File: config.mk
export PLATFORM = sky130hd
export DESIGN_NAME = tbw_queue
export DESIGN_NICKNAME = d
export VERILOG_FILES = /design/src/hdl/assert_macros.svh /design/src/hdl/tbw_queue.sv
export SDC_FILE = /design/constraint.sdc
export NUM_CORES = 1
export LEC_CHECK = 0
export BUFFER_PORTS_ARGS = -buffer_cell sky130_fd_sc_hd__buf_4
export CAP_MARGIN = 20
export CORE_MARGIN = 2
export CORE_UTILIZATION = 30
export CTS_BUF_LIST = sky130_fd_sc_hd__clkbuf_16
export DETAILED_ROUTE_END_ITERATION = 7
export SETUP_SLACK_MARGIN = 0.4
export SLEW_MARGIN = 20
export SYNTH_ARGS = -nofsm -noshare
export SYNTH_HDL_FRONTEND = slang
export SYNTH_SLANG_ARGS = --single-unit
File: constraint.sdc
create_clock -name aclk -period 2.2 [get_ports aclk]
set_clock_uncertainty 0.05 [all_clocks]
set_input_delay 0.11 -clock aclk [delete_from_list [all_inputs] [get_ports aclk]]
set_output_delay 0.11 -clock aclk [all_outputs]
set_load 0.1 [all_outputs]
File: src/hdl/assert_macros.svh
// Assertion macros used by the RTL top level.
`ifndef ASSERT_MACROS_SVH
`define ASSERT_MACROS_SVH
// Implication checked on every rising clock edge outside reset.
`define ASSERT_IMPL(label, clk, rstn, ante, cons, msg) \
    label: assert property (@(posedge clk) disable iff (!rstn) (ante) |-> (cons)) \
        else $error(msg);
// Next-cycle implication outside reset.
`define ASSERT_NEXT(label, clk, rstn, ante, cons, msg) \
    label: assert property (@(posedge clk) disable iff (!rstn) (ante) |=> (cons)) \
        else $error(msg);
`endif

File: src/hdl/tbw_queue.sv
// Short queue between front and back end.
module tbw_queue #(
    parameter int DW = 8,
    parameter int DEPTH = 4,
    parameter int AW = 2
) (
    input  logic          aclk,
    input  logic          aresetn,
    input  logic          wr_valid,
    input  logic [DW-1:0] wr_data,
    output logic [AW:0]   count,
    input  logic          rd_ready,
    output logic          rd_valid,
    output logic [DW-1:0] rd_data
);
    logic [DW-1:0] mem_reg [DEPTH];
    logic [AW-1:0] wp_reg, rp_reg;
    logic [AW:0]   cnt_reg;
    logic          rd;

    assign rd = rd_ready && (cnt_reg != '0);

    always_ff @(posedge aclk) begin
        if (!aresetn) begin
            wp_reg  <= '0;
            rp_reg  <= '0;
            cnt_reg <= '0;
        end else begin
            if (wr_valid) wp_reg <= wp_reg + 1'b1;
            if (rd) rp_reg <= rp_reg + 1'b1;
            cnt_reg <= cnt_reg + (AW+1)'(wr_valid) - (AW+1)'(rd);
        end
    end

    always_ff @(posedge aclk) begin
        if (wr_valid) mem_reg[wp_reg] <= wr_data;
    end

    assign rd_valid = (cnt_reg != '0);
    assign rd_data  = mem_reg[rp_reg];
    assign count    = cnt_reg;
endmodule

==> results of run 1 <==
[cell type report]
type	instances	area (um^2)	area share
clock inverter	3	13.8	0.00634
clock buffer	5	125	0.0576
sequential	41	1160	0.533
tap	70	87.6	0.0403
inverter	6	22.5	0.0104
multi-input combinational	37	483	0.222
timing repair buffer	34	283	0.130
[layout by cell type, fill, tap and decap left out]
| cell | n |
|---|---|
| xnor3_1 | 1 |
| mux2i_1 | 4 |
| buf_4 | 24 |
| inv_1 | 6 |
| fa_2 | 1 |
| dlygate4sd3_1 | 8 |
| or3_1 | 1 |
| o311ai_1 | 1 |
| nand2b_1 | 2 |
| edfxtp_1 | 32 |
| ha_4 | 2 |
| clkinv_2 | 2 |
| and2_1 | 8 |
| inv_2 | 1 |
| o31a_4 | 1 |
| nor2b_1 | 1 |
| clkbuf_16 | 5 |
| dfxtp_1 | 5 |
| ha_1 | 4 |
| dfxtp_4 | 4 |
| nand2_1 | 2 |
| mux4_2 | 8 |
| xor2_1 | 1 |
| buf_6 | 2 |
[routing by layer]
layer | share of wire | GRT usage | up-vias
li1 | - | - | 403
met1 | 0.45 | 0.131 | 423
met2 | 0.48 | 0.153 | 30
met3 | 0.068 | 0.0395 | 2
met4 | 0.0092 | 0.0268 | 0
met5 | 0 | 0 | -
[worst reg2reg max path, delay by kind of cell, from the launching register on]
| kind | cells | cell delay [ns] |
|---|---|---|
| adder cells (fa/ha/maj) | 3 | 0.74 |
| AO/OA/AOI/OAI | 1 | 0.37 |
| flip-flops | 1 | 0.34 |
| XOR/XNOR | 1 | 0.17 |
| AND/OR/NAND/NOR | 1 | 0.14 |
| buffers and inverters | 1 | 0.04 |
[worst max path at each step]
stage | from | endpoint | slack [ns]
after CTS | count[1]$_SDFF_PN0_ | count[2]$_SDFF_PN0_ | 0.26
after global routing | count[1]$_SDFF_PN0_ | count[2]$_SDFF_PN0_ | 0.20
after global placement | count[2]$_SDFF_PN0_ | count[2]$_SDFF_PN0_ | 0.24
after detailed placement | count[2]$_SDFF_PN0_ | count[2]$_SDFF_PN0_ | 0.20
final | count[1]$_SDFF_PN0_ | count[2]$_SDFF_PN0_ | 0.26
after floorplan | count[2]$_SDFF_PN0_ | count[2]$_SDFF_PN0_ | 0.11
[per-stage QoR]
| stage | hold WS [ns] | cell area (um^2) |
|---|---|---|
| after floorplan | 0.159 | 1670 |
| after global placement | 0.262 | 1930 |
| after detailed placement | 0.265 | 1930 |
| after CTS | 0.0594 | 2160 |
| after global routing | 0.0785 | 2170 |
| final | 0.0671 | 2170 |
[what timing repair did]
| action | 4_1_cts | 5_1_grt |
|---|---|---|
| hold buffers | 8 | 0 |
| resized for setup | 2 | 2 |
| hold endpoints to repair | 32 | 0 |
| buffers inserted | 2 | 0 |
| pin swaps | 3 | 0 |
| endpoints found under the setup margin | 6 | 6 |
[cells by family after synthesis]
kind of cell,Yosys count
AOI/OAI and AO/OA,2
xor gates and xnor gates,2
adders and majority gates,7
buffers and inverters,8
DFF,41
muxes,12
and+or+nand+nor,14
[where the power goes]
| group | total [W] | internal [W] | switching [W] |
|---|---|---|---|
| logic | 0.00117 | 0.000370 | 0.000797 |
| registers | 0.000999 | 0.000928 | 0.0000711 |
| clock network | 0.000669 | 0.000411 | 0.000258 |
| total | 0.00284 | 0.00171 | 0.00113 |
==> qor.yml, run 1 <==
min_path:
  hold_class: "input pin to register"
  holdPathEnd: "wp_reg[0]$_SDFFE_PN0P_"
  min_delay_path_depth: 2
  worstHoldStart: "aresetn"
synth:
  synth_nets: 105
  synth_fa_ha_area_frac: 0.0584
  seq_area_frac_synth: 0.701
  synth_top_area_cell: "edfxtp_1"
  yosysTopAreaCellShare: 0.590
  synth_area_mm2: 0.00163
  synth_seq_cells: 41
  ys_top_cells_by_count: "edfxtp_1, dfxtp_1, and2_1, mux4_2"
  yosysMostFrequentCell: "edfxtp_1"
  synth_top_family_by_area: "multiplexers"
  synth-async-reset-ratio: 0
  synth_edf_count: 32
  synth-simple-area-share: 0.0507
  synthMuxAreaShare: 0.135
  synth_ff_type: "edfxtp_1"
  yosys-top-cells-area: "edfxtp_1, dfxtp_1, mux4_2, ha_1, and2_1"
  syn_avg_cell_area_um2: 18.9
  yosysWarningCount: 0
  synth_xor_area_frac: 0.0192
  ys_types: 18
  synth_compound_area_frac: 0.0115
  syn_inst: 86
floorplan:
  dieArea_mm2: 0.00603
  floorplan.rows: 26
  start_util: 0.315
  coreArea_mm2: 0.00517
  io_pins: 24
  die_x_um: 77.7
  die_h_um: 77.7
finish:
  nets: 144
  utilization: 0.420
  largest_reg_flops: 32
  final_cells: 196
  diodes: 0
  syn_to_final_growth_pct: 33.4
  drive_gt1_frac: 0.397
  fillCellCount: 468
routing:
  dr.pass1.iters: 4
  drc: 0
  num_vias: 858
  dr.first_iter.drc_count: 56
  viasPerCell: 4.38
  ant_nets: 0
  routed_wl_um: 2620
  post_drt_wl_per_cell_um: 13.4
clocking:
  clockBufferDepth: 2
  numCtsBuffers: 5
  cts_root_buf: "clkbuf_16"
  clock_sinks: 41
  clk_pin_slew_ns: 0.05
  insertion_delay_ns: 0.27
  h-tree-depth: 2
  cts_tree: "yes"
setup_path:
  critPathTopFamily: "adder cells"
  slowest_delay_ns: 0.37
  crit_arrival_ns: 2.06
  worstPathRequired_ns: 2.32
  cp_max_fo: 2
  cp_num_buf_inv: 1
  critPathKind: "register to register"
  cp.depth: 7
  reg2reg_from: "count[1]$_SDFF_PN0_"
  crit_path_start_kind: "register"
  r2r_slack_ns: 0.26
  end_kind: "register"
  worst_path_most_repeated_cell: "ha_4"
  r2r_end: "count[2]$_SDFF_PN0_"
  ff2ff_path_depth: 7
  path_cells: "o31a_4 -> ha_4 -> inv_2 -> ha_4 -> fa_2 -> xnor3_1 -> and2_1"
  slowest_stage: "o31a_4"
placed_design:
  routabilityCongestion: 0.717
  port_buffers: 23
  dp.cells: 178
  dp_slack_ns: 0.202
  dp_hpwl_um: 1790
global_routing:
  overflow: 0
  grt_usage: 0.0993
  grt_pass1_vias: 896
  grt_max_degree: 13
  grt_pass1_wl_um: 4460
  antenna_found_initial: 0
power:
  power_w: 0.00284
  p_leak_nw: 0.806
  power_density_mw_per_mm2: 1310
  ir_worst_vdd_mv: 1.61
sta:
  max-slew-margin-rel: 0.688
  slew_viol_final: 0
  post-route-period-util: 0.883
  rsz0062_at_grt: "yes"
  worst_slew_pin_slew_ns: 0.468
  fin_tns_setup_ns: 0
  period_needed_ns: 1.94
  setup_viol: 0
  fmax_ghz: 0.515
  hold_viol: 0
  fin_ws_ns: 0.257
run:
  cap_violations: 0
run_status:
  status: "complete, no violations"
Power figures use the tool's default switching activity.
==> inputs of run 2 (changes only) <==
--- a/config.mk
+++ b/config.mk
@@ -5,12 +5,12 @@
 export SDC_FILE = /design/constraint.sdc
 export NUM_CORES = 1
 export LEC_CHECK = 0
-export BUFFER_PORTS_ARGS = -buffer_cell sky130_fd_sc_hd__buf_4
 export CAP_MARGIN = 20
 export CORE_MARGIN = 2
 export CORE_UTILIZATION = 30
 export CTS_BUF_LIST = sky130_fd_sc_hd__clkbuf_16
 export DETAILED_ROUTE_END_ITERATION = 7
+export DONT_BUFFER_PORTS = 1
 export SETUP_SLACK_MARGIN = 0.4
 export SLEW_MARGIN = 20
 export SYNTH_ARGS = -nofsm -noshare
==> run 2 against run 1 <==
Against the previous run: design area fell by 6.3%; power fell by 3.5%; critical endpoint unchanged; largest cell class unchanged; clock power fell by 3%; critical path type unchanged; highest routed layer unchanged; global-route usage rose by 0.35 points.
==> qor.yml, run 2 (synthesis gave the netlist of run 1 again) <==
run_status:
  status: "complete, no violations"
floorplan:
  dieArea_mm2: 0.00603
  start_util: 0.315
  coreArea_mm2: 0.00517
  die_h_um: 77.7
  floorplan.rows: 26
  die_x_um: 77.7
  io_pins: 24
run:
  cap_violations: 0
clocking:
  cts_root_buf: "clkbuf_16"
  numCtsBuffers: 5
  clk_pin_slew_ns: 0.05
  insertion_delay_ns: 0.28
  h-tree-depth: 2
  clockBufferDepth: 2
  cts_tree: "yes"
  clock_sinks: 41
routing:
  routed_wl_um: 2700
  drc: 0
  viasPerCell: 4.54
  dr.pass1.iters: 4
  num_vias: 803
  post_drt_wl_per_cell_um: 15.2
  ant_nets: 0
  dr.first_iter.drc_count: 19
placed_design:
  placed_area_mm2: 0.00178
  routabilityCongestion: 0.617
  dp_hpwl_um: 1840
  port_buffers: 0
global_routing:
  grt_usage: 0.103
  overflow: 0
  antenna_found_initial: 0
  grt_max_degree: 12
  grt_pass1_vias: 882
  grt_pass1_wl_um: 4400
power:
  p_leak_nw: 0.712
  p_clk_frac: 0.238
  pwr-share-comb: 0.407
  power_density_mw_per_mm2: 1350
  switching_power_w: 0.00110
  pwr-share-seq: 0.355
  switching_share: 0.403
  p_int_w: 0.00163
  ir_worst_vdd_mv: 0.815
finish:
  utilization: 0.393
  drive_gt1_frac: 0.252
  final_cell_area_mm2: 0.00203
  nets: 126
  layout_common_cells: "edfxtp_1, dlygate4sd3_1, mux4_2, and2_1"
  fillCellCount: 475
  syn_to_final_growth_pct: 25.0
  largest_reg_flops: 32
  diodes: 0
  final_common_cell: "edfxtp_1"
setup_path:
  crit_arrival_ns: 2.08
  cp_max_fo: 2
  slowest_stage: "o31a_4"
  cp_num_buf_inv: 1
  end_kind: "register"
  worst_path_most_repeated_cell: "ha_4"
  path_cells: "o31a_4 -> ha_4 -> inv_2 -> ha_4 -> fa_2 -> xnor3_1 -> and2_1"
  critPathKind: "register to register"
  worstPathRequired_ns: 2.32
  crit_path_start_kind: "register"
  critPathTopFamily: "adder cells"
  slowest_delay_ns: 0.36
sta:
  max-slew-margin-rel: 0.651
  fin_tns_setup_ns: 0
  fmax_ghz: 0.510
  period_needed_ns: 1.96
  holdWs_ns: 0.0156
  setup_viol: 0
  slew_viol_final: 0
  rsz0062_at_grt: "yes"
  hold_viol: 0
  post-route-period-util: 0.891
  worst_slew_pin_slew_ns: 0.525
min_path:
  hold_class: "input pin to register"
[run 2: changes by cell type in the layout (fill, tap and decap cells not counted)]
cell           previous run  this run
clkinv_1                  0         1
buf_8                     0         1
dfxtp_1                   5         6
clkinv_2                  2         0
buf_6                     2         1
dfxtp_4                   4         3
dlygate4sd3_1             8        10
buf_4                    24         4
[run 2: layout make-up]
| type | count | area (um^2) | share of cell area |
|---|---|---|---|
| Multi-Input combinational cell | 37 | 483 | 0.237 |
| Clock buffer | 5 | 125 | 0.0615 |
| Sequential cell | 41 | 1150 | 0.566 |
| Clock inverter | 2 | 7.51 | 0.00369 |
| Timing Repair Buffer | 16 | 156 | 0.0769 |
| Tap cell | 70 | 87.6 | 0.0431 |
| Inverter | 6 | 22.5 | 0.0111 |
[run 2: power groups by stage]
| stage | sequential, W | clock, W | combinational (W) |
|---|---|---|---|
| final | 0.000972 | 0.000652 | 0.00111 |
| after global routing | 0.000979 | 0.000706 | 0.00117 |
| after CTS | 0.000971 | 0.000678 | 0.00112 |
| after detailed placement | 0.000983 | 0 | 0.00108 |
| after global placement | 0.000978 | 0 | 0.00106 |
| after floorplan | 0.00114 | 0 | 0.000798 |
[run 2: metrics by stage]
step                      power, W  instances  worst slack, ns
after global routing       0.00286        177            0.175
after floorplan            0.00194         86            0.111
final                      0.00274        177            0.240
after global placement     0.00203        159            0.202
after detailed placement   0.00207        159            0.148
after CTS                  0.00277        177            0.232
[run 2: per-layer routing]
layer | global-route usage | part of all wire | vias up
li1 | - | - | 364
met1 | 0.108 | 0.41 | 407
met2 | 0.172 | 0.51 | 25
met3 | 0.0372 | 0.056 | 7
met4 | 0.0696 | 0.016 | 0
met5 | 0 | 0 | -
[run 2: worst paths after layout]
check	slack, ns	endpoint	depth (start not counted)	from
setup / recovery	0.24	count[2]$_SDFF_PN0_	7	count[1]$_SDFF_PN0_
hold / removal	0.02	count[0]$_SDFF_PN0_	2	wr_valid
setup reg to reg	0.24	count[2]$_SDFF_PN0_	7	count[1]$_SDFF_PN0_
hold reg to reg	0.44	rp_reg[1]$_SDFFE_PN0P_	2	rp_reg[1]$_SDFFE_PN0P_
[run 2: repair_timing]
item,4_1_cts,5_1_grt
gates resized for setup,2,1
hold buffers,10,0
gates cloned,0,0
hold endpoints to repair,41,0
pin swaps,4,0
endpoints found under the setup margin,2,10
buffers inserted,1,0
[run 2: worst reg2reg max path: cells and delay by family (launching register included)]
| family | cells | cell delay, ns |
|---|---|---|
| flip-flops | 1 | 0.34 |
| adder cells (fa/ha/maj) | 3 | 0.74 |
| AND/OR/NAND/NOR | 1 | 0.16 |
| buffers and inverters | 1 | 0.04 |
| AO/OA/AOI/OAI | 1 | 0.36 |
| XOR/XNOR | 1 | 0.17 |
